File: config.mk
export PLATFORM = sky130hd
export DESIGN_NAME = gcd_sqrt_cell
export DESIGN_NICKNAME = d
export VERILOG_FILES = /design/src/hw/rtl/great_circle_distance_macros.svh /design/src/hw/rtl/gcd_sqrt_cell.sv
export SDC_FILE = /design/constraint.sdc
export NUM_CORES = 1
export LEC_CHECK = 0
export BUFFER_PORTS_ARGS = -buffer_cell sky130_fd_sc_hd__buf_4
export CAP_MARGIN = 20
export CORE_ASPECT_RATIO = 0.6
export CORE_MARGIN = 3
export CORE_UTILIZATION = 25
export CTS_BUF_LIST = sky130_fd_sc_hd__clkbuf_8
export DETAILED_ROUTE_END_ITERATION = 7
export PLACE_DENSITY_LB_ADDON = 0.1
export RECOVER_POWER = 25
export SYNTH_ARGS = -nofsm -noshare
export SYNTH_HDL_FRONTEND = slang
export SYNTH_SLANG_ARGS = --single-unit
File: constraint.sdc
create_clock -name clk -period 4.6 [get_ports clk]
set_input_delay 0.92 -clock clk [delete_from_list [all_inputs] [get_ports clk]]
set_output_delay 0.92 -clock clk [all_outputs]
set_load 0.02 [all_outputs]
File: src/hw/rtl/great_circle_distance_macros.svh
// assertion helpers for the distance block
`ifndef GREAT_CIRCLE_DISTANCE_MACROS_SVH
`define GREAT_CIRCLE_DISTANCE_MACROS_SVH
`ifndef SYNTH
`define GCD_ASSERT_IMPL(label, clk, rst, prop, msg) \
  label: assert property (@(posedge clk) disable iff (rst) prop) else $error(msg);
`define GCD_ASSERT_NEVER(label, clk, rst, cond, msg) \
  label: assert property (@(posedge clk) disable iff (rst) !(cond)) else $error(msg);
`else
`define GCD_ASSERT_IMPL(label, clk, rst, prop, msg)
`define GCD_ASSERT_NEVER(label, clk, rst, cond, msg)
`endif
`endif

File: src/hw/rtl/gcd_sqrt_cell.sv
`timescale 1ns / 1ps
// one result bit of two 62-bit square roots, restoring form
module gcd_sqrt_cell #(
  parameter int Bit = 30
) (
  input  logic        clk,
  input  logic [61:0] rem_in [2],
  input  logic [31:0] root_in [2],
  output logic [61:0] rem_out [2],
  output logic [31:0] root_out [2]
);
  logic [63:0] trial [2];
  always_comb begin
    for (int k = 0; k < 2; k++) begin
      trial[k] = ({32'd0, root_in[k]} << (Bit + 1)) | (64'd1 << (2 * Bit));
    end
  end
  always_ff @(posedge clk) begin
    for (int k = 0; k < 2; k++) begin
      if ({2'b00, rem_in[k]} >= trial[k]) begin
        rem_out[k] <= 62'({2'b00, rem_in[k]} - trial[k]);
        root_out[k] <= root_in[k] | (32'd1 << Bit);
      end else begin
        rem_out[k] <= rem_in[k];
        root_out[k] <= root_in[k];
      end
    end
  end
endmodule

# == Word level (Yosys, flattened, before mapping) ==
# Cells that the tools add are included.
# word_totals
ff_bits,188
input_bits,189
out_inout_bits,188
word_cells,12
# classes
n_addsub,2
magnitude_cmp,2
n_mux,2
# op_table
operator,count
$ge A62 B63 Y1,2
$mux W62,2
$sub A62 B62 Y62,2

# == Longest topological paths before layout ==
# logic_depth
word_depth,2
depth_mapped,15
ltp_nobuf,14

# == Least setup slack after synthesis ==
# Ideal clock, no wire load.
# synth_timing
path_type,input port to flip-flop
start,in rem_in[31] (netlist bit)
end,reg rem_out[44] (netlist bit)
setup_ps,123
arrival_time_ps,3543
required_ps,4477
slack_ps,934
path_stages,14
path_buffers,1
cell_sequence,inv_1 > ha_1 > inv_1 > fa_1 > a211oi_1 > o21ai_1 > a221oi_2 > o31ai_1 > o211a_1 > o21a_1 > nand2b_2 > nand2_2 > buf_6 > mux2_1
# synth_between
elab_chain_cells,2
word_cells_on_any_way,3
# synth_lines
item,line_no,source
"start, declared",gcd_sqrt_cell.sv:7,"input logic [61:0] rem_in [2],"
$sub A62 B62 Y62 / $ge A62 B63 Y1 (equally long branches),"gcd_sqrt_cell.sv:21, gcd_sqrt_cell.sv:20",
$mux W62 *,gcd_sqrt_cell.sv:20,"if ({2'b00, rem_in[k]} >= trial[k]) begin"
"end signal, assigned by index",gcd_sqrt_cell.sv:21,"rem_out[k] <= 62'({2'b00, rem_in[k]} - trial[k]);"
"end signal, assigned by index",gcd_sqrt_cell.sv:24,rem_out[k] <= rem_in[k];
"end, declared",gcd_sqrt_cell.sv:9,"output logic [61:0] rem_out [2],"
# Mark *: on every way between the ends. The rest lies on a longest branch, timed or not.
# A chain may end at the register's enable or synchronous reset.

# == Final worst setup path ==
# layout_timing
start,in rem_in[93] (netlist bit)
end,reg rem_out[94] (netlist bit)
# Same word-level chain as after synthesis.

==> metrics.md <==
| Metric | Value |
|---|---|
| IO Port Bufs | 376 |
| IO Pins | 377 |
| Setup repair bufs after CTS | 0 |
| RSZ-0062 raised after global routing | no |
| Clock Sinks | 188 |
| Routed wire length per instance | 19.0 microns |
| CORE AREA | 0.0305 sq mm |
| Min setup slack post-route | 0.775 ns |
| DRT iter0 DRCs | 468 |
| Die width | around 240 microns |
| Top FF cell, synth | dfxtp_1 |
| GRT overflow | 0 |
| Fin util | a little under two fifths |
| Die Ht | about 140 microns |
| First-pass GRT wire length | 44600 microns |
| Detailed Place HPWL | 25700 microns |
| GPL Wtd Cong | roughly 0.89 |
| DIE AREA | 0.0337 sq mm |
| Clk slew on worst S/H paths | between 0.1 and 0.15 ns |
| Total wire length | 30500 microns |
| FF+latch count, synth | between 150 and 200 |
| Switching part of the total | about a third |
| Routed via count | 7244 |
| Drt first pass iters | 4 |
| Hold Buf Count CTS | 0 |
| TritonCTS Buffers | 17 |
| Cell Int Power | 2.66 mW |
| Num rows | 49 |
| Ys async rst share | 0% |
| Clock buffer depth | 2 |
| Critical path fanouts, max | 11 |
| # resized after CTS | 0 |
| Place WS | ~0.34 ns |
| Initial core utilization | 25.9% |
| Clock H-tree levels | 4 |
| Final setup viols | 0 |
| CP Class | primary input to flop |
| Worst hold slack | 0.554 ns |
| Final min period | 3.82 ns |
| Setup TNS | 0 ns |
| Buf+Inv Stages, Crit Path | 3 |
| Slowest-stage cell, CP | or3_1 |
| Net Switching | 1.27 mW |
| Slew margin rel. | 54.2% |
| Non-Filler Instances | 1609 |
| GRT Total Usage | around 18% |
| Period utilisation layout | 83.1% |
| Crit-path cells | buf_4, inv_1, ha_1, inv_1, fa_1, a21o_1, a221oi_1, o211ai_1, nand4_1, a211oi_1, nor4b_1, or3_1, mux2_1 |
| Critical path capture point type | flop |
| Initial antenna violation count | 0 |
| Syn Area/Cell | 9.77 sq um |
| Status | finished, final reports clean |
| Area growth syn-to-layout | 45.5% |
| Worst-Margin Slew | just under 0.7 ns |
| Total of max-cap violations | 0 |
| Antenna Nets Post-Route | 0 |
| Hold WC Path Type | primary input to flop |
| Synth unique cells | 65 |
| Worst vdd ir | 0.199 mV |
| Crit-path leading delay family | simple AND/OR/NAND/NOR gates |
| Placed Cells | 1577 |
| Fin. Hold Viols | 0 |
| Flop pwr share | around 45% |
| Drt via density | 4.50 |
| CP peak stage delay | 0.49 ns |
| Worst Path Required | ~5 ns |
| Clock power frac | 26.8% |
| Synth Cell Area | 0.00788 sq mm |
| CTS tree | built |
| Fin nets | roughly 1400 |
| Leak | 5.53 nW |
| Most frequent cells in the layout | buf_4 (287), dfxtp_1 (188), a21oi_1 (76), inv_1 (74), clkbuf_4 (67) |
| Synth Net Count | 1057 |
| Antenna Cells | 0 |
| Post-route DRC | 0 |
| Mapped Cells | 806 |
| Vias in the first global route | 7213 |
| Fmax | 0.261 GHz |
| Post-synth EDFFs | 0 |
| Sequential-to-total area share from yosys stat | 47.8% |
| Arrival time worst endpoint | 4.21 ns |
| Synth Warn # | 0 |
| Max-slew violations | 0 |
| Largest net degree at the start of global routing | 53 |
| Power Density | around 340 mW/mm^2 |
| Commonest non-fill, non-tap cell in the layout | buf_4 |
| Startpoint Class | primary input |
| CP dominant cell by count | inv_1 |
| Gate power share | 27.9% |
| Share of layout cells above drive strength 1 | 32.8% |
| Clock root buffer | clkbuf_8 |
## Yosys cell counts (all sizes together) (7+ instances only)
cell | instances | share of area, %
o31ai | 9 | 0.86
a211oi | 9 | 0.86
ha | 60 | 9.5
nand2 | 36 | 1.7
nor4 | 14 | 1.1
a31oi | 7 | 0.56
a21oi | 76 | 4.8
inv | 69 | 3.3
nand3 | 17 | 1.1
nor3 | 8 | 0.51
nand2b | 11 | 0.91
mux2 | 26 | 3.7
clkbuf | 14 | 0.67
o21ai | 30 | 1.9
nand4 | 13 | 1.0
xnor2 | 30 | 3.3
and3 | 11 | 0.87
nor2 | 56 | 2.7
a21o | 30 | 2.9
xor2 | 22 | 2.4
dfxtp | 188 | 48
## final timing paths
kind	startpoint	end	slack [ns]	depth (start not counted)
worst max-delay path	rem_in[93]	rem_out[94]$_DFF_P_	0.78	13
worst min-delay path	rem_in[77]	rem_out[77]$_DFF_P_	0.55	1
## stage by stage
step / total power, mW / area, sq um
floorplan: 2.41 / 7880
global placement: 2.93 / 11200
detailed placement: 2.92 / 11200
CTS: 4.00 / 11600
global route: 4.14 / 11500
finish: 3.93 / 11500
## power by group through the flow
stage	logic [mW]	clock network, mW	registers (mW)
final	1.09	1.05	1.78
after detailed placement	1.10	0	1.82
after floorplan	0.442	0	1.97
after global routing	1.18	1.17	1.79
after global placement	1.11	0	1.82
after CTS	1.11	1.11	1.78
## final cells by class
cell class	count	area, sq um
Tap cell	408	510
Inverter	69	259
Multi-Input combinational cell	529	3770
Clock buffer	18	248
Sequential cell	188	3760
Fill cell	3148	19000
Timing Repair Buffer	383	2800
Clock inverter	14	109
## cells by family (layout without fill, tap and decap cells)
group                      count (synthesis)  in the layout  synth area share [%]
AOI/OAI and AO/OA                        199            199                  16.1
xor gates and xnor gates                  52             52                  5.78
adders and majority gates                 62             62                  10.0
buffers and inverters                     89            484                  4.42
DFF                                      188            188                  47.8
muxes                                     27             27                  3.84
and+or+nand+nor                          189            189                  12.1
## routing by layer
metal	vias to the layer above	wire [microns]	global-route usage, %
met4	0	215	3.96
met3	10	2140	5.26
met2	249	12200	23.8
met1	3392	15900	26.8
met5	-	0	0
li1	3593	-	-
## sequential cells by signal, indices dropped and copies added, names as in the netlist
register and flops:
root_out 64, rem_out 124
(Power assumes the default switching activity.)
