## config.mk

```make
export PLATFORM = sky130hd
export DESIGN_NAME = gcd_rot_cell
export DESIGN_NICKNAME = d
export VERILOG_FILES = /design/src/hw/rtl/great_circle_distance_macros.svh /design/src/hw/rtl/gcd_pkg.sv /design/src/hw/rtl/gcd_rot_cell.sv
export SDC_FILE = /design/constraint.sdc
export NUM_CORES = 1
export LEC_CHECK = 0
export BUFFER_PORTS_ARGS = -buffer_cell sky130_fd_sc_hd__buf_2
export CAP_MARGIN = 20
export CORE_AREA = 2 2 316 318
export DETAILED_ROUTE_END_ITERATION = 8
export DIE_AREA = 0 0 318 320
export REMOVE_ABC_BUFFERS = 1
export SLEW_MARGIN = 20
export SYNTH_ARGS = -nofsm -noshare
export SYNTH_HDL_FRONTEND = slang
export SYNTH_SLANG_ARGS = --single-unit
```

## constraint.sdc

```tcl
create_clock -name clk -period 3.61 [get_ports clk]
set_input_delay 0.722 -clock clk [delete_from_list [all_inputs] [get_ports clk]]
set_output_delay 0.722 -clock clk [all_outputs]
set_load 0.02 [all_outputs]
```

## src/hw/rtl/great_circle_distance_macros.svh

```systemverilog
// assertion helpers for the distance block
`ifndef GREAT_CIRCLE_DISTANCE_MACROS_SVH
`define GREAT_CIRCLE_DISTANCE_MACROS_SVH
`ifndef SYNTH
`define GCD_ASSERT_IMPL(label, clk, rst, prop, msg) \
  label: assert property (@(posedge clk) disable iff (rst) prop) else $error(msg);
`define GCD_ASSERT_NEVER(label, clk, rst, cond, msg) \
  label: assert property (@(posedge clk) disable iff (rst) !(cond)) else $error(msg);
`else
`define GCD_ASSERT_IMPL(label, clk, rst, prop, msg)
`define GCD_ASSERT_NEVER(label, clk, rst, cond, msg)
`endif
`endif

```

## src/hw/rtl/gcd_pkg.sv

```systemverilog
`timescale 1ns / 1ps
package gcd_pkg;
  localparam int AngW = 34;
  localparam logic signed [AngW-1:0] GainQ30 = 34'sh026DD3B6A;
  localparam logic signed [AngW-1:0] OneQ30 = 34'sh040000000;
  localparam logic [63:0] OutMax = 64'd26353589000;
  localparam logic [34:0] MmScale = 35'd13176794633;

  function automatic logic signed [AngW-1:0] atan_entry(input int i);
    logic [31:0] t;
    t = 32'd0;
    case (i)
      0: t = 32'h20000000; 1: t = 32'h12E4051E; 2: t = 32'h09FB385B;
      3: t = 32'h051111D4; 4: t = 32'h028B0D43; 5: t = 32'h0145D7E1;
      6: t = 32'h00A2F61E; 7: t = 32'h00517C55; 8: t = 32'h0028BE53;
      9: t = 32'h00145F2F; 10: t = 32'h000A2F98; 11: t = 32'h000517CC;
      12: t = 32'h00028BE6; 13: t = 32'h000145F3; 14: t = 32'h0000A2FA;
      15: t = 32'h0000517D; 16: t = 32'h000028BE; 17: t = 32'h0000145F;
      18: t = 32'h00000A30; 19: t = 32'h00000518; 20: t = 32'h0000028C;
      21: t = 32'h00000146; 22: t = 32'h000000A3; 23: t = 32'h00000051;
      24: t = 32'h00000029; 25: t = 32'h00000014; 26: t = 32'h0000000A;
      27: t = 32'h00000005; 28: t = 32'h00000003; 29: t = 32'h00000001;
      30: t = 32'h00000001;
      default: t = 32'd0;
    endcase
    return AngW'($signed({2'b00, t}));
  endfunction

  // rounded q4.30 product
  function automatic logic signed [AngW-1:0] qmul(input logic signed [AngW-1:0] a,
                                                  input logic signed [AngW-1:0] b);
    logic signed [2*AngW-1:0] p;
    p = a * b + (68'sd1 <<< 29);
    return AngW'(p >>> 30);
  endfunction
endpackage

```

## src/hw/rtl/gcd_rot_cell.sv

```systemverilog
`timescale 1ns / 1ps
// one rotation step for four angles at once
module gcd_rot_cell #(
  parameter int Step = 0
) (
  input  logic clk,
  input  logic signed [gcd_pkg::AngW-1:0] x_in [4],
  input  logic signed [gcd_pkg::AngW-1:0] y_in [4],
  input  logic signed [gcd_pkg::AngW-1:0] z_in [4],
  output logic signed [gcd_pkg::AngW-1:0] x_out [4],
  output logic signed [gcd_pkg::AngW-1:0] y_out [4],
  output logic signed [gcd_pkg::AngW-1:0] z_out [4]
);
  localparam int Sh = (Step > 33) ? 33 : Step;
  localparam logic signed [gcd_pkg::AngW-1:0] T = gcd_pkg::atan_entry(Step);
  always_ff @(posedge clk) begin
    for (int k = 0; k < 4; k++) begin
      if (!z_in[k][gcd_pkg::AngW-1]) begin
        x_out[k] <= x_in[k] - (y_in[k] >>> Sh);
        y_out[k] <= y_in[k] + (x_in[k] >>> Sh);
        z_out[k] <= z_in[k] - T;
      end else begin
        x_out[k] <= x_in[k] + (y_in[k] >>> Sh);
        y_out[k] <= y_in[k] - (x_in[k] >>> Sh);
        z_out[k] <= z_in[k] + T;
      end
    end
  end
endmodule

```

Word-level counts from Yosys, hierarchy flattened:

Cells that the tools add are included.

* register bits: 408
* input bits: 409
* output and inout bits: 408
* word-level logic and storage cells: 44

* add/subtract/negate cells: 20
* mux-type cells: 12

Operators by type and width (number)
* 2-to-1 mux 34 bit: 12
* subtractor 34 bit: 8
* adder 34 x 31 -> 34 bit (second input constant): 4
* adder 34 bit: 4
* subtractor 34 x 31 -> 34 bit (second input constant): 4

Longest topological paths before layout:

* depth in word-level cells: 2
* gate-level depth with buffers: 13
* gate-level depth less buffers: 13

Worst setup path after synthesis:

Ideal clock, no wire load.

* path kind: input port to flip-flop
* start point: input x_in[68] (netlist name)
* end point: register x_out[94] (netlist name)
* setup time: 0.130 ns
* arrival: 3.160 ns
* data required time: 3.480 ns
* slack: 0.320 ns
* stages on the path: 12
* path buffers: 0
* cell sequence: ha_1 > fa_1 > nor2b_1 > o311ai_1 > a211oi_1 > o21ai_1 > a211oi_1 > a221o_1 > a21o_1 > a41oi_1 > o21ai_0 > xnor2_1

* word-level cells in the longest chain between the ends: 2
* elaborated cells on any way between the ends: 3
* those cells by class: add/sub (2); mux (1)

Ends and longest elaborated chain
* start: declaration: line gcd_rot_cell.sv:7 `input logic signed [gcd_pkg::AngW-1:0] x_in [4],`
* subtractor 34 bit / adder 34 bit (equally long branches): line gcd_rot_cell.sv:19, gcd_rot_cell.sv:23
* 2-to-1 mux 34 bit (*): line gcd_rot_cell.sv:18 `if (!z_in[k][gcd_pkg::AngW-1]) begin`
* end signal: indexed assignment: line gcd_rot_cell.sv:19 `x_out[k] <= x_in[k] - (y_in[k] >>> Sh);`
* end signal: indexed assignment: line gcd_rot_cell.sv:23 `x_out[k] <= x_in[k] + (y_in[k] >>> Sh);`
* end: declaration: line gcd_rot_cell.sv:10 `output logic signed [gcd_pkg::AngW-1:0] x_out [4],`

Every way passes the cells marked *; elsewhere a longest branch is shown, timed or not.

Worst setup path after layout:

* start point: input x_in[69] (netlist name)
* end point: register x_out[97] (netlist name)

The elaborated chain is that of the path after synthesis.

==> results.ini <==
[outcome]
status = complete, no violations

[cells_and_area]
drive_gt1_share_pct = 27.6
area_delta_synth_final_pct = 32.0
layout_commonest_cell = buf_2
final_util_pct = 42.6
layout_common_cells = 816 x buf_2, 466 x a21oi_1, 444 x buf_4, 412 x ha_1, 404 x dfxtp_1
final_cells = 6489
final_cell_area_mm2 = 0.0417
layout.nets = 5975

[global_route]
track_usage_pct = 24.3
antenna_found_initial = 47
grt_max_degree = 86
grt_pass1_vias = 32450
gr-total-overflow = 0
grt_pass1_wl_um = 194000

[critical_path]
critPathRequiredTime_ns = 4.11
endpoint_kind = flip-flop
path_max_fanout = 3
start_kind = primary input
path_class = primary input to flip-flop
crit_arrival_ns = 3.96

[sta]
drv_slew = 0
period_minus_slack_ns = 3.46
hold_violations = 0
min_period_over_period_pct = 95.9
fin_setup_tns_ns = 0
rsz0062_at_grt = no
tightest_slew_ns = 0.932
max_slew_margin_pct = 37.9
hold_ws_ns = 0.194
setup_violations = 0
worst_slack_ns = 0.148
max_freq_ghz = 0.289

[detailed_routing]
wl_per_cell_um = 20.0
drc_errors = 0
drtIter0Drc = 2842
totalWireLength_um = 129000
vias_per_cell = 5.22
vias = 33899
drt-pass1-iter-count = 7
postRouteAntennaNets = 0

[cts]
clkTransAtPathRegs_ns = 0.06
cts_tree = built
cts_sinks = 404
root_buffer = clkbuf_16
h-tree-depth = 2
hold_buffers = 0
cts_buffers = 51
cts.path.max_buffers = 3

[synth]
avgSynthCellArea_um2 = 7.90
synth_cell_types = 103
ys_ff_latch = 404
yosysWarnings = 0
ys_seq_area_share_pct = 25.6
syn_area_mm2 = 0.0316
postSynthCellCount = 4001
async_reset_ff_share_pct = 0
synth_edf_count = 0
synthFlopType = dfxtp_1

[die]
core_area_mm2 = 0.0980
die_area_mm2 = 0.102
die_width_um = 318
fp-row-count = 115
ios = 817
initial_core_util_pct = 32.2
die_h_um = 320

[hold_path]
worstHoldStart = z_in[122]
min_to = z_out[122]
worstHoldPathCells = 1
hp-class = primary input to flip-flop

[place]
placed_area_mm2 = 0.0399
dp_slack_ns = -0.617
dp_cells = 6372
io_buffers = 816
gp_congestion = 0.990
dpl.hpwl_um = 108000

[power_and_ir_drop]
leakagePower_nw = 20.5
power_density_mw_per_mm2 = 445
p_total_mw = 18.6
ir_worst_vdd_mv = 0.421

[flow_run]
drv_cap = 0

## area by class of cell
class / count / area [µm²]
Inverter: 419 / 1570
Tap cell: 1287 / 1610
Multi-Input combinational cell: 2999 / 21100
Clock buffer: 63 / 1410
Clock inverter: 31 / 377
Timing Repair Buffer: 1263 / 7480
Fill cell: 10053 / 56300
Sequential cell: 404 / 8090
Antenna cell: 23 / 57.6
## synth_stat cells (all sizes together) (9+ instances only)
| master | n | share of area, % |
|---|---|---|
| a2111oi | 12 | 0.41 |
| a211oi | 41 | 1.0 |
| a21boi | 13 | 0.31 |
| a21o | 89 | 2.1 |
| a21oi | 468 | 7.4 |
| a221oi | 19 | 0.59 |
| a31o | 9 | 0.25 |
| a31oi | 30 | 0.59 |
| and2 | 17 | 0.35 |
| and3 | 15 | 0.30 |
| buf | 73 | 1.3 |
| clkbuf | 106 | 1.3 |
| clkinv | 14 | 0.17 |
| dfxtp | 404 | 26 |
| fa | 16 | 1.0 |
| ha | 412 | 16 |
| inv | 405 | 4.8 |
| mux2i | 61 | 1.9 |
| nand2 | 208 | 2.5 |
| nand2b | 31 | 0.61 |
| nand3 | 42 | 0.68 |
| nand4 | 41 | 0.81 |
| nor2 | 356 | 4.2 |
| nor2b | 39 | 0.77 |
| nor3 | 73 | 1.2 |
| nor4 | 28 | 0.57 |
| o2111ai | 9 | 0.25 |
| o211ai | 30 | 0.74 |
| o21a | 37 | 0.88 |
| o21ai | 289 | 4.6 |
| o21bai | 91 | 2.2 |
| o221ai | 12 | 0.35 |
| o311ai | 10 | 0.28 |
| o31a | 12 | 0.33 |
| o31ai | 42 | 1.0 |
| o41ai | 11 | 0.38 |
| or2 | 20 | 0.40 |
| or3 | 25 | 0.49 |
| xnor2 | 229 | 6.3 |
| xor2 | 35 | 0.97 |
## where the power goes
| group | switching [mW] | internal, mW |
|---|---|---|
| combinational | 4.60 | 2.84 |
| sequential | 0.324 | 5.29 |
| clock | 2.20 | 3.30 |
## critical path, stage by stage
cell and delay (ns):
buf_2 0.17, inv_1 0.08, ha_1 0.32, nor2b_1 0.16
o31ai_1 0.41, buf_4 0.21, a21oi_1 0.07, a21o_1 0.21
a211oi_2 0.39, o31ai_1 0.22, a311o_1 0.49, nor3b_1 0.19
o22a_1 0.20, xnor2_1 0.13
## flip-flops by register name (all words and copies together) (netlist names)
signal	count
z_out	136
x_out	133
y_out	135
## per-layer routing
metal	GRT usage [%]	wire, µm	vias to the layer above
met5	0	187	-
met4	9.20	4710	30
met3	5.64	10800	251
met2	40.0	59300	1529
met1	30.8	54500	15876
li1	-	-	16213
## worst max-delay path by stage
stage / start / endpoint / slack (ns) / depth (start not counted)
global placement: x_in[69] / x_out[97] / -0.59 / 14
global route: x_in[69] / x_out[97] / 0.07 / 14
finish: x_in[69] / x_out[97] / 0.15 / 14
CTS: x_in[69] / x_out[97] / 0.03 / 14
floorplan: x_in[46] / x_out[67] / 0.29 / 12
detailed placement: x_in[69] / x_out[97] / -0.62 / 14
## kinds of logic after synthesis
family,synth area share (%)
AO/OA/AOI/OAI,26.6
XOR/XNOR,7.32
adder cells (fa/ha/maj),17.3
buffers and inverters,7.61
flip-flops,25.6
multiplexers,1.97
AND/OR/NAND/NOR,13.6
## what timing repair did
action | in CTS | in global routing
gates resized for setup | 0 | 1
buffers inserted | 0 | 0
endpoints found under the setup margin | 0 | 5
Power figures use the tool's default switching activity.
