File: config.mk
export PLATFORM = sky130hd
export DESIGN_NAME = gcd_vec_cell
export DESIGN_NICKNAME = d
export VERILOG_FILES = /design/src/hw/rtl/great_circle_distance_macros.svh /design/src/hw/rtl/gcd_pkg.sv /design/src/hw/rtl/gcd_vec_cell.sv
export SDC_FILE = /design/constraint.sdc
export NUM_CORES = 1
export LEC_CHECK = 0
export ABC_CLOCK_PERIOD_IN_PS = 4800
export CAP_MARGIN = 20
export CORE_MARGIN = 1
export CORE_UTILIZATION = 40
export DETAILED_ROUTE_END_ITERATION = 6
export DONT_BUFFER_PORTS = 1
export HOLD_SLACK_MARGIN = 0.15
export PLACE_DENSITY_LB_ADDON = 0.3
export REMOVE_ABC_BUFFERS = 1
export SLEW_MARGIN = 5
export SYNTH_ARGS = -nofsm -noshare
export SYNTH_HDL_FRONTEND = slang
export SYNTH_SLANG_ARGS = --single-unit
File: constraint.sdc
create_clock -name clk -period 4.8 [get_ports clk]
set_clock_uncertainty 0.15 [all_clocks]
set_input_delay 0.96 -clock clk [delete_from_list [all_inputs] [get_ports clk]]
set_output_delay 0.96 -clock clk [all_outputs]
set_load 0.02 [all_outputs]
File: src/hw/rtl/great_circle_distance_macros.svh
// assertion helpers for the distance block
`ifndef GREAT_CIRCLE_DISTANCE_MACROS_SVH
`define GREAT_CIRCLE_DISTANCE_MACROS_SVH
`ifndef SYNTH
`define GCD_ASSERT_IMPL(label, clk, rst, prop, msg) \
  label: assert property (@(posedge clk) disable iff (rst) prop) else $error(msg);
`define GCD_ASSERT_NEVER(label, clk, rst, cond, msg) \
  label: assert property (@(posedge clk) disable iff (rst) !(cond)) else $error(msg);
`else
`define GCD_ASSERT_IMPL(label, clk, rst, prop, msg)
`define GCD_ASSERT_NEVER(label, clk, rst, cond, msg)
`endif
`endif

File: src/hw/rtl/gcd_pkg.sv
`timescale 1ns / 1ps
package gcd_pkg;
  localparam int AngW = 34;
  localparam logic signed [AngW-1:0] GainQ30 = 34'sh026DD3B6A;
  localparam logic signed [AngW-1:0] OneQ30 = 34'sh040000000;
  localparam logic [63:0] OutMax = 64'd26353589000;
  localparam logic [34:0] MmScale = 35'd13176794633;

  function automatic logic signed [AngW-1:0] atan_entry(input int i);
    logic [31:0] t;
    t = 32'd0;
    case (i)
      0: t = 32'h20000000; 1: t = 32'h12E4051E; 2: t = 32'h09FB385B;
      3: t = 32'h051111D4; 4: t = 32'h028B0D43; 5: t = 32'h0145D7E1;
      6: t = 32'h00A2F61E; 7: t = 32'h00517C55; 8: t = 32'h0028BE53;
      9: t = 32'h00145F2F; 10: t = 32'h000A2F98; 11: t = 32'h000517CC;
      12: t = 32'h00028BE6; 13: t = 32'h000145F3; 14: t = 32'h0000A2FA;
      15: t = 32'h0000517D; 16: t = 32'h000028BE; 17: t = 32'h0000145F;
      18: t = 32'h00000A30; 19: t = 32'h00000518; 20: t = 32'h0000028C;
      21: t = 32'h00000146; 22: t = 32'h000000A3; 23: t = 32'h00000051;
      24: t = 32'h00000029; 25: t = 32'h00000014; 26: t = 32'h0000000A;
      27: t = 32'h00000005; 28: t = 32'h00000003; 29: t = 32'h00000001;
      30: t = 32'h00000001;
      default: t = 32'd0;
    endcase
    return AngW'($signed({2'b00, t}));
  endfunction

  // rounded q4.30 product
  function automatic logic signed [AngW-1:0] qmul(input logic signed [AngW-1:0] a,
                                                  input logic signed [AngW-1:0] b);
    logic signed [2*AngW-1:0] p;
    p = a * b + (68'sd1 <<< 29);
    return AngW'(p >>> 30);
  endfunction
endpackage

File: src/hw/rtl/gcd_vec_cell.sv
`timescale 1ns / 1ps
// one vectoring step
module gcd_vec_cell #(
  parameter int Step = 0
) (
  input  logic clk,
  input  logic signed [gcd_pkg::AngW-1:0] x_in,
  input  logic signed [gcd_pkg::AngW-1:0] y_in,
  input  logic signed [gcd_pkg::AngW-1:0] z_in,
  output logic signed [gcd_pkg::AngW-1:0] x_out,
  output logic signed [gcd_pkg::AngW-1:0] y_out,
  output logic signed [gcd_pkg::AngW-1:0] z_out
);
  localparam int Sh = (Step > 33) ? 33 : Step;
  localparam logic signed [gcd_pkg::AngW-1:0] T = gcd_pkg::atan_entry(Step);
  always_ff @(posedge clk) begin
    if (!y_in[gcd_pkg::AngW-1]) begin
      x_out <= x_in + (y_in >>> Sh);
      y_out <= y_in - (x_in >>> Sh);
      z_out <= z_in + T;
    end else begin
      x_out <= x_in - (y_in >>> Sh);
      y_out <= y_in + (x_in >>> Sh);
      z_out <= z_in - T;
    end
  end
endmodule

Word-level counts from Yosys, hierarchy flattened
Cells that the tools add are included.
{"block": "classes", "add_sub_neg": 5, "n_mux": 3}
{"operator": "34-bit 2-to-1 mux", "count": 3}
{"operator": "34-bit subtractor", "count": 2}
{"operator": "34-bit by 31-bit adder with 34-bit output, second input constant", "count": 1}
{"operator": "34-bit adder", "count": 1}
{"operator": "34-bit by 31-bit subtractor with 34-bit output, second input constant", "count": 1}
{"block": "totals", "register_bits": 102, "in_bits": 103, "elab_cells": 11}

Longest topological paths before layout
Gate-level depths: netlist of the first run.
{"block": "logic_depth", "word_depth": 2, "ltp_mapped": 13}

Worst setup path before layout of the first run
No wires, ideal clock.
{"block": "synth_timing", "path_type": "in2reg", "from": "in x_in[18] (netlist name)", "to": "reg x_out[27] (netlist name)", "cell_stages": 11, "arrival_ps": 3487, "slack_ps": 1044, "setup_ps": 120, "required_time_ps": 4530, "n_path_buf": 1, "cell_sequence": "inv_1 ha_1 buf_6 or4_4 or3_4 or3_4 o221ai_2 a21boi_0 o31ai_1 a21oi_1 xnor2_1"}
{"block": "synth_via", "elab_chain_cells": 2, "word_cells_on_any_way": 3, "cone_classes": "2 x add/sub; 1 x mux"}
{"item": "start: declaration", "line_no": "gcd_vec_cell.sv:7", "text": "input logic signed [gcd_pkg::AngW-1:0] x_in,"}
{"item": "34-bit adder / 34-bit subtractor (equally long branches)", "line_no": "gcd_vec_cell.sv:18, gcd_vec_cell.sv:22"}
{"item": "34-bit 2-to-1 mux *", "line_no": "gcd_vec_cell.sv:17", "text": "if (!y_in[gcd_pkg::AngW-1]) begin"}
{"item": "end signal: assignment", "line_no": "gcd_vec_cell.sv:18", "text": "x_out <= x_in + (y_in >>> Sh);"}
{"item": "end signal: assignment", "line_no": "gcd_vec_cell.sv:22", "text": "x_out <= x_in - (y_in >>> Sh);"}
{"item": "end: declaration", "line_no": "gcd_vec_cell.sv:10", "text": "output logic signed [gcd_pkg::AngW-1:0] x_out,"}
Mark *: on every way between the ends. The rest lies on a longest branch, timed or not.

Worst setup path in the final report of the first run
{"block": "layout_timing", "from": "in x_in[3] (netlist name)", "to": "reg x_out[32] (netlist name)"}
The elaborated chain is that of the path after synthesis.

==> flow_metrics.env, run 1 <==
export IMPL_ctsRootBufferMaster="clkbuf_16"
export IMPL_cts_setup_buffers=0
export IMPL_first_global_vias=6525
export IMPL_vdd_ir_drop_worst_mv=0.158
export IMPL_cts_hold_buf=0
export IMPL_fin_setup_tns_ns=0
export IMPL_seq_area_frac_synth_pct=25.7
export IMPL_fmax_mhz=255
export IMPL_fp_row_count=50
export IMPL_crit_buf_inv=2
export IMPL_ys_warnings_count=0
export IMPL_cts_tree="yes"
export IMPL_cts_sinks=101
export IMPL_route_detailed_vias_per_inst=5.69
export IMPL_path_common_cell="o31ai_1"
export IMPL_drv_cap=0
export IMPL_die_y_um=142
export IMPL_synth_edf_count=0
export IMPL_cts_max_level=3
export IMPL_cts_buffers=9
export IMPL_crit_path_end_kind="register"
export IMPL_yosys_cell_types_count=66
export IMPL_crit_path_start_kind="primary input"
export IMPL_drt_iter0_markers=667
export IMPL_ios=205
export IMPL_place_gp_congestion=0.952
export IMPL_period_share_pct=81.6
export IMPL_fin_crit_ns=3.91
export IMPL_drc=0
export IMPL_cts_resized=0
export IMPL_regArea_sq_um=2020
export IMPL_crit_path_max_incr_delay_ns=0.47
export IMPL_grt_max_degree=105
export IMPL_cp_max_fo=13
export IMPL_cp_slowest_cell="ha_1"
export IMPL_synth_area_top_cells="dfxtp_1 (26%), ha_1 (16%), a21oi_1 (7.5%)"
export IMPL_cp_top_family="compound AO/OA/AOI/OAI gates"
export IMPL_final_setup_viol_count=0
export IMPL_n_fill_cell=1965
export IMPL_clk_path_buf_depth=2
export IMPL_multi_input_area_sq_um=5240
export IMPL_critPathKind="in -> reg"
export IMPL_grt_setup_unrepaired="false"
export IMPL_wl_per_cell_um=18.7
export IMPL_synth_area_leader_cell="dfxtp_1"
export IMPL_async_flop_share_pct=0
export IMPL_slew_violations=0
export IMPL_synth_cells=993
export IMPL_maxSlewHeadroom_pct=39.3
export IMPL_antenna_found_initial=0
export IMPL_yosysTopAreaCellShare_pct=25.7
export IMPL_dieArea_sq_um=20300
export IMPL_avgSynthCellArea_sq_um=7.93
export IMPL_coreArea_sq_um=19000
export IMPL_ys_ff_latch=101
export IMPL_syn_to_final_growth_pct=6.12
export IMPL_holdWs_ns=0.474
export IMPL_leakage_uw=0.00372
export IMPL_holdCritPathClass="in -> reg"
export IMPL_n_antenna_cell=0
export IMPL_p_per_area_nw_per_um2=336
export IMPL_clkSlewWorstSetupHoldPaths_ns=0.07
export IMPL_worst_ep_required_time_ns=4.94
export IMPL_start_util_pct=41.4
export IMPL_outcome="complete, no violations"
export IMPL_final_layout_size_suffix_gt1_share_pct=3.51
export IMPL_synthFlopType="dfxtp_1"
export IMPL_finalHoldViolCount=0
export IMPL_wl_mm=23.0
export IMPL_synth_area_sq_um=7880
export IMPL_num_vias=6992
export IMPL_ant_nets=0
export IMPL_place_hpwl_mm=18.3
export IMPL_io_buffers=0
export IMPL_drtPass1Iterations=5
export IMPL_layout_nets=1173
export IMPL_crit_chain="inv_1 -> ha_1 -> nor3b_1 -> o31ai_1 -> a21o_1 -> o31ai_1 -> a31oi_1 -> o31ai_1 -> buf_4 -> nand2_1 -> o32ai_1 -> xnor2_1"
export IMPL_dieWidth_um=142
export IMPL_arrival_ns=4.05
export IMPL_worst_pin_slew_ns=0.887
export IMPL_gr_total_overflow=0
export IMPL_grt_total_usage_pct=22.5
export IMPL_grt_pass1_wl_mm=35.3
-- flip-flops by register name (all words and copies together), names as in the netlist --
name   flops
y_out     33
z_out     34
x_out     34
-- synthesized netlist by cell type, drive strengths merged, types with 3 or more instances --
master,n
a21oi,118
nand4,11
inv,109
or4,3
o41ai,4
o21ai,60
a31oi,4
o31a,5
ha,102
o31ai,18
xnor2,62
a211oi,6
o221ai,4
nand2,44
nand2b,8
nor2,84
a21o,19
o22ai,5
o21bai,25
nor3,16
nand3,12
mux2i,18
or3,8
o21a,15
o211ai,6
buf,12
o32ai,3
a221oi,6
clkinv,5
xor2,6
fa,4
nor4,6
and3,5
clkbuf,32
and2,6
a21boi,6
nor2b,10
dfxtp,101
-- stage by stage --
stage / area [sq um] / power, uW / setup slack, ns / instances / utilization [%]
finish: 8360 / 2810 / 0.885 / 1229 / 44.0
global route: 8360 / 2960 / 0.695 / 1229 / 44.0
CTS: 8360 / 2830 / 0.976 / 1229 / 44.0
detailed placement: 8040 / 2060 / 0.613 / 1213 / 42.3
global placement: 8040 / 2060 / 0.599 / 1213 / 42.3
floorplan: 7690 / 1840 / 0.944 / 949 / -
-- cell type report --
class,instances,area share [%]
Sequential cell,101,24.2
Clock inverter,7,1.09
Inverter,114,5.12
Clock buffer,9,2.69
Tap cell,260,3.89
Timing Repair Buffer,4,0.359
Multi-Input combinational cell,734,62.7
-- kinds of logic (layout without fill, tap and decap cells) --
group,count (synthesis),after routing,share of synthesized area [%]
compound gates,323,323,26.3
xor+xnor,68,68,7.56
fa+ha+maj,106,106,17.2
buf+inv,158,134,7.85
flops,101,101,25.7
mux,18,18,2.29
simple gates,219,219,13.2
-- report_power, final --
| part | internal [uW] | switching [uW] | leakage, uW | total, uW |
|---|---|---|---|---|
| sequential | 997 | 270 | 0.000852 | 1270 |
| clock | 375 | 382 | 0.000152 | 757 |
| combinational | 307 | 476 | 0.00272 | 782 |
| total | 1680 | 1130 | 0.00372 | 2810 |
-- worst paths after layout --
check	start	endpoint	cells after the start
max	x_in[3]	x_out[32]	12
min	z_in[12]	z_out[12]	0
-- placed cells by master (no fill, tap or decap), drive strengths merged, types with 5 or more instances in the layout --
| cell | n |
|---|---|
| o31a | 5 |
| a21oi | 118 |
| clkinv | 10 |
| nand4 | 11 |
| o31ai | 18 |
| dfxtp | 101 |
| a221oi | 6 |
| nand3 | 12 |
| mux2i | 18 |
| inv | 111 |
| and2 | 6 |
| xnor2 | 62 |
| clkbuf | 9 |
| o21bai | 25 |
| o211ai | 6 |
| nand2 | 44 |
| o21a | 15 |
| nor2b | 10 |
| or3 | 8 |
| a21boi | 6 |
| o21ai | 60 |
| o22ai | 5 |
| xor2 | 6 |
| a21o | 19 |
| ha | 102 |
| nor3 | 16 |
| nor4 | 6 |
| nand2b | 8 |
| and3 | 5 |
| a211oi | 6 |
| nor2 | 84 |
-- layer usage --
layer | wire length, um | global-route usage, %
met5 | 0 | 0
met4 | 399 | 7.58
met3 | 1970 | 5.18
met2 | 10600 | 35.9
met1 | 10100 | 29.7
Power figures use the tool's default switching activity.
==> run 2: changes to the inputs <==
--- a/config.mk
+++ b/config.mk
@@ -5,7 +5,8 @@
 export SDC_FILE = /design/constraint.sdc
 export NUM_CORES = 1
 export LEC_CHECK = 0
-export ABC_CLOCK_PERIOD_IN_PS = 4800
+export ABC_AREA = 1
+export ABC_CLOCK_PERIOD_IN_PS = 3600
 export CAP_MARGIN = 20
 export CORE_MARGIN = 1
 export CORE_UTILIZATION = 40
==> constraint.sdc (replaced) <==
create_clock -name clk -period 3.6 [get_ports clk]
set_clock_uncertainty 0.15 [all_clocks]
set_input_delay 0.72 -clock clk [delete_from_list [all_inputs] [get_ports clk]]
set_output_delay 0.72 -clock clk [all_outputs]
set_load 0.02 [all_outputs]
==> run 2 against run 1 <==
Compared with the run above:
- the run now ends with DRC left
- flip-flop and latch count is the same
- total power grew 43%
- worst setup slack gained 0.12 ns
- sequential power grew 23%
- sequential share of layout area shrank 4.2 points
- combinational power grew 66%
- cell count grew 53%
- clock power grew 51%
- via count grew 42%
- non-clock buffer count shrank 1
- wire length grew 45%
- design area grew 21%
- largest power group unchanged
==> flow_metrics.env, run 2 <==
export IMPL_outcome="finished, violations left"
export IMPL_violations="DRC"
export IMPL_drc=2
export IMPL_cts_hold_buf=0
export IMPL_ios=205
export IMPL_finalPower_uw=4010
export IMPL_wl_mm=33.3
export IMPL_place_hpwl_mm=27.8
export IMPL_layout_nets=1771
export IMPL_post_place_ws_ns=0.662
export IMPL_clockPowerShare_pct=28.5
export IMPL_arrival_ns=2.73
export IMPL_synthFlopType="dfxtp_1"
export IMPL_fin_setup_tns_ns=0
export IMPL_dieArea_sq_um=24800
export IMPL_crit_path_end_kind="register"
export IMPL_route_detailed_vias_per_inst=5.25
export IMPL_synth_area_leader_cell="dfxtp_1"
export IMPL_crit_path_start_kind="primary input"
export IMPL_worst_ep_required_time_ns=3.73
export IMPL_slew_violations=0
export IMPL_cts_setup_buffers=0
export IMPL_grt_total_usage_pct=27.1
export IMPL_vdd_ir_drop_worst_mv=0.187
export IMPL_async_flop_share_pct=0
export IMPL_top_regs="x_out (34), z_out (34), y_out (33)"
export IMPL_synth_xor_area_share_pct=2.62
export IMPL_yosys_cell_types_count=42
export IMPL_synthMuxAreaShare_pct=0.103
export IMPL_synth_compound_area_share_pct=13.5
export IMPL_p_per_area_nw_per_um2=395
export IMPL_yosysTopAreaCellShare_pct=20.9
export IMPL_synth_area_top_cells="dfxtp_1 (21%), nand2_1 (18%), ha_1 (13%)"
export IMPL_cts_resized=0
export IMPL_yosysMostFrequentCell="nand2_1"
export IMPL_gr_total_overflow=0
export IMPL_synthSimpleGateAreaFrac_pct=35.7
export IMPL_synth_top_family_by_area="simple AND/OR/NAND/NOR gates"
export IMPL_finalHoldViolCount=0
export IMPL_dieWidth_um=158
export IMPL_p_sw_uw=1750
export IMPL_holdCritPathClass="in -> reg"
export IMPL_clkSlewWorstSetupHoldPaths_ns=0.09
export IMPL_synth_cells=1594
export IMPL_grt_pass1_wl_mm=51.0
export IMPL_swShare_pct=43.6
export IMPL_drtPass1Iterations=7
export IMPL_period_share_pct=72.0
export IMPL_min_from="z_in[27]"
export IMPL_leakage_uw=0.00536
export IMPL_place_gp_congestion=0.988
export IMPL_maxSlewHeadroom_pct=55.2
export IMPL_fp_row_count=56
export IMPL_power_internal_uw=2260
export IMPL_hold_end="z_out[27]"
export IMPL_grt_setup_unrepaired="false"
export IMPL_critPathKind="in -> reg"
export IMPL_avgSynthCellArea_sq_um=6.08
export IMPL_layout_commonest_cell="nand2_1"
export IMPL_seq_area_frac_synth_pct=20.9
export IMPL_setup_slack_ns=1.01
export IMPL_coreArea_sq_um=23600
export IMPL_min_path_cells=0
export IMPL_first_global_vias=9446
export IMPL_drv_cap=0
export IMPL_ant_nets=0
export IMPL_final_layout_size_suffix_gt1_share_pct=4.28
export IMPL_synthTopCellsByCount="nand2_1 (467), inv_1 (247), nand3_1 (159), nor2_1 (125), a21oi_1 (104)"
export IMPL_n_fill_cell=2606
export IMPL_cts_buffers=9
export IMPL_n_antenna_cell=0
export IMPL_num_vias=9903
export IMPL_drt_iter0_markers=805
export IMPL_worst_pin_slew_ns=0.666
export IMPL_grt_max_degree=64
export IMPL_cp_max_fo=4
export IMPL_final_setup_viol_count=0
export IMPL_antenna_found_initial=0
export IMPL_final_cell_mix="nand2_1 (467), inv_1 (246), nand3_1 (159)"
export IMPL_synth_edf_count=0
export IMPL_ys_ff_latch=101
export IMPL_cts_tree="yes"
export IMPL_fin_crit_ns=2.59
export IMPL_io_buffers=0
export IMPL_pwr_share_seq_pct=39.0
export IMPL_wl_per_cell_um=17.7
export IMPL_final_core_util_pct=42.9
export IMPL_die_y_um=158
export IMPL_syn_to_final_growth_pct=4.62
export IMPL_fmax_mhz=386
export IMPL_start_util_pct=41.0
export IMPL_synth_area_sq_um=9690
export IMPL_cts_max_level=3
export IMPL_ys_warnings_count=0
export IMPL_yosys_area_share_adder_pct=14.0
export IMPL_clk_path_buf_depth=2
export IMPL_power_frac_comb_pct=32.6
export IMPL_ctsRootBufferMaster="clkbuf_16"
export IMPL_cts_sinks=101
==> run 2: cell count changes in the layout (fill, tap and decap cells not counted), sizes merged, moves of 18 or more <==
| cell | delta |
|---|---|
| inv | +152 |
| nand2 | +434 |
| nand3 | +150 |
| nor2 | +47 |
| o21ai | +26 |
| o31ai | -18 |
| xnor2 | -60 |
| xor2 | +21 |
==> run 2: final cells by class <==
cell class                      count  area [sq um]  area share [%]
Sequential cell                   101          2020            20.0
Multi-Input combinational cell   1189          6390            63.0
Clock buffer                        9           225            2.22
Timing Repair Buffer                3          35.0           0.346
Clock inverter                      7          97.6           0.963
Inverter                          258           968            9.56
Tap cell                          319           399            3.94
==> run 2: cell families (layout without fill, tap and decap cells) <==
group           count (synthesis)  after routing
fa+ha+maj                     106            106
compound gates                235            235
mux                             1              1
buf+inv                       304            277
flops                         101            101
xor+xnor                       29             29
simple gates                  818            818
==> run 2: metal layers <==
layer	wire, um	global-route usage, %	vias up
met2	15000	44.1	371
met1	15400	36.5	4510
li1	-	-	4976
met3	2070	3.81	46
met4	895	8.97	0
met5	0	0	-
==> run 2: critical path: stages <==
cell     delay [ns]
inv_1          0.02
ha_1           0.26
fa_1           0.54
o21ai_1        0.31
nand2_1        0.13
nand2_1        0.12
nand2_1        0.08
nand2_1        0.17
nand2_1        0.11
nand2_1        0.07
nand2_1        0.04
nand3_1        0.07
nand2_1        0.05
==> run 2: how the worst max path moves through the flow <==
| stage | end | slack, ns | from | cells after the start |
|---|---|---|---|---|
| detailed placement | y_out[32] | 0.66 | y_in[0] | 13 |
| global placement | x_out[32] | 0.66 | x_in[0] | 13 |
| finish | y_out[32] | 1.01 | y_in[0] | 13 |
| CTS | y_out[32] | 1.06 | y_in[0] | 13 |
| floorplan | z_out[33] | 0.93 | y_in[33] | 4 |
| global route | y_out[30] | 0.85 | x_in[17] | 13 |
==> run 2: power by group through the flow <==
stage,Clock [uW],Sequential [uW],Combinational (uW)
4_1_cts,1170,1570,1280
3_3_place_gp,0,1590,1280
5_1_grt,1200,1580,1460
3_5_place_dp,0,1590,1280
2_1_floorplan,0,1560,931
6_report,1140,1560,1300
==> run 2: stage by stage <==
step | cell area, sq um | cells | hold slack [ns]
floorplan | 9380 | 1548 | 0.598
global placement | 9810 | 1870 | 0.598
detailed placement | 9810 | 1870 | 0.598
CTS | 10100 | 1886 | 0.208
global route | 10100 | 1886 | 0.207
finish | 10100 | 1886 | 0.215
==> run 3: changes to the inputs <==
--- a/config.mk
+++ b/config.mk
@@ -6,7 +6,7 @@
 export NUM_CORES = 1
 export LEC_CHECK = 0
 export ABC_AREA = 1
-export ABC_CLOCK_PERIOD_IN_PS = 3600
+export ABC_CLOCK_PERIOD_IN_PS = 2700
 export CAP_MARGIN = 20
 export CORE_MARGIN = 1
 export CORE_UTILIZATION = 40
==> constraint.sdc (replaced) <==
create_clock -name clk -period 2.7 [get_ports clk]
set_clock_uncertainty 0.15 [all_clocks]
set_input_delay 0.54 -clock clk [delete_from_list [all_inputs] [get_ports clk]]
set_output_delay 0.54 -clock clk [all_outputs]
set_load 0.02 [all_outputs]
==> run 3 against run 2 <==
Compared with the run above:
- the flow now finishes without violations
- worst setup slack got worse by 0.60 ns
- critical path depth fell by 2
- sequential power rose by 33%
- non-clock buffer count rose by 78
- total power rose by 36%
- combinational power rose by 44%
- critical path type unchanged
- largest power group unchanged
- highest routed layer unchanged
==> flow_metrics.env, run 3 (synthesis results as in run 2) <==
export IMPL_crit_path_end_kind="register"
export IMPL_dieWidth_um=158
export IMPL_wl_per_cell_um=16.9
export IMPL_fmax_mhz=435
export IMPL_period_share_pct=85.1
export IMPL_power_internal_uw=3120
export IMPL_cts_resized=0
export IMPL_grt_total_usage_pct=27.1
export IMPL_ant_nets=0
export IMPL_syn_to_final_growth_pct=11.5
export IMPL_leakage_uw=0.00571
export IMPL_final_cell_area_sq_um=10800
export IMPL_crit_path_start_kind="primary input"
export IMPL_gr_total_overflow=0
export IMPL_cp_top_family="simple AND/OR/NAND/NOR gates"
export IMPL_clockPowerShare_pct=27.6
export IMPL_p_sw_uw=2330
export IMPL_num_vias=10200
export IMPL_swShare_pct=42.7
export IMPL_final_setup_viol_count=0
export IMPL_grt_setup_unrepaired="false"
export IMPL_power_frac_comb_pct=34.3
export IMPL_first_global_vias=9777
export IMPL_drt_iter0_markers=753
export IMPL_ios=205
export IMPL_holdWs_ns=0.173
export IMPL_crit_buf_inv=2
export IMPL_critPathKind="in -> reg"
export IMPL_drtPass1Iterations=5
export IMPL_top_regs="x_out (34), z_out (34), y_out (33)"
export IMPL_cts_sinks=101
export IMPL_crit_chain="inv_1 -> ha_1 -> inv_1 -> a21oi_1 -> nand2_1 -> a21oi_1 -> nand2_1 -> nand3_1 -> nand3_1 -> nand3_1 -> nand2_1"
export IMPL_antenna_found_initial=0
export IMPL_fin_setup_tns_ns=0
export IMPL_io_buffers=0
export IMPL_worst_ep_required_time_ns=2.81
export IMPL_cp_max_fo=11
export IMPL_clk_path_buf_depth=2
export IMPL_final_cell_mix="nand2_1 (467), inv_1 (246), nand3_1 (159)"
export IMPL_route_detailed_vias_per_inst=5.20
export IMPL_placed_cell_area_sq_um=10200
export IMPL_arrival_ns=2.41
export IMPL_cts_buffers=9
export IMPL_clkSlewWorstSetupHoldPaths_ns=0.09
export IMPL_layout_nets=1849
export IMPL_coreArea_sq_um=23600
export IMPL_final_layout_size_suffix_gt1_share_pct=6.93
export IMPL_finalHoldViolCount=0
export IMPL_worst_pin_slew_ns=0.506
export IMPL_outcome="complete, no violations"
export IMPL_layout_commonest_cell="nand2_1"
export IMPL_cts_tree="yes"
export IMPL_crit_path_max_incr_delay_ns=0.50
export IMPL_pwr_share_seq_pct=38.1
export IMPL_drc=0
export IMPL_p_per_area_nw_per_um2=504
export IMPL_maxSlewHeadroom_pct=65.9
export IMPL_wl_mm=33.3
export IMPL_vdd_ir_drop_worst_mv=0.266
export IMPL_start_util_pct=41.0
export IMPL_ctsRootBufferMaster="clkbuf_16"
export IMPL_dieArea_sq_um=24800
export IMPL_place_hpwl_mm=27.6
export IMPL_drv_cap=0
export IMPL_holdCritPathClass="in -> reg"
export IMPL_cp_slowest_cell="ha_1"
export IMPL_die_y_um=158
export IMPL_fp_row_count=56
export IMPL_grt_max_degree=58
export IMPL_fin_crit_ns=2.30
export IMPL_place_gp_congestion=0.973
export IMPL_grt_pass1_wl_mm=51.1
export IMPL_n_antenna_cell=0
export IMPL_slew_violations=0
export IMPL_cts_max_level=3
==> run 3: power groups by stage <==
stage	combinational (uW)	sequential, uW	clock (uW)
2_1_floorplan	1240	2080	0
3_3_place_gp	1790	2120	0
3_5_place_dp	1790	2120	0
4_1_cts	1850	2080	1550
5_1_grt	2100	2100	1590
6_report	1870	2080	1500
==> run 3: final cells by class <==
class / count / area (sq um)
Clock buffer: 9 / 225
Clock inverter: 7 / 103
Fill cell: 2575 / 12800
Inverter: 258 / 968
Multi-Input combinational cell: 1189 / 6390
Sequential cell: 101 / 2020
Tap cell: 319 / 399
Timing Repair Buffer: 81 / 698
==> run 3: stage by stage <==
| stage | std cells | total power, uW | util, % | setup slack (ns) |
|---|---|---|---|---|
| 2_1_floorplan | 1548 | 3320 | - | 0.212 |
| 3_3_place_gp | 1917 | 3910 | 43.0 | 0.0831 |
| 3_5_place_dp | 1917 | 3910 | 43.0 | 0.0638 |
| 4_1_cts | 1964 | 5480 | 45.8 | 0.453 |
| 5_1_grt | 1964 | 5790 | 45.8 | 0.220 |
| 6_report | 1964 | 5450 | 45.8 | 0.402 |
==> run 3: path summary, 6_finish.rpt <==
path                  from  depth (start not counted)         to  slack (ns)
setup / recovery   x_in[8]                         11  x_out[21]        0.40
hold / removal    y_in[33]                          1   x_out[8]        0.17
==> run 3: repair_timing <==
item / CTS / global route
hold buffers: 31 / 0
endpoints found under the hold margin: 36 / 0
setup buffers: 0 / 0
==> run 3: layer usage <==
layer / wire (um) / up-vias / GRT usage [%]
met5: 0 / - / 0
met4: 982 / 0 / 10.6
met3: 2290 / 55 / 5.42
met2: 15000 / 368 / 43.8
met1: 15000 / 4656 / 35.3
li1: - / 5132 / -
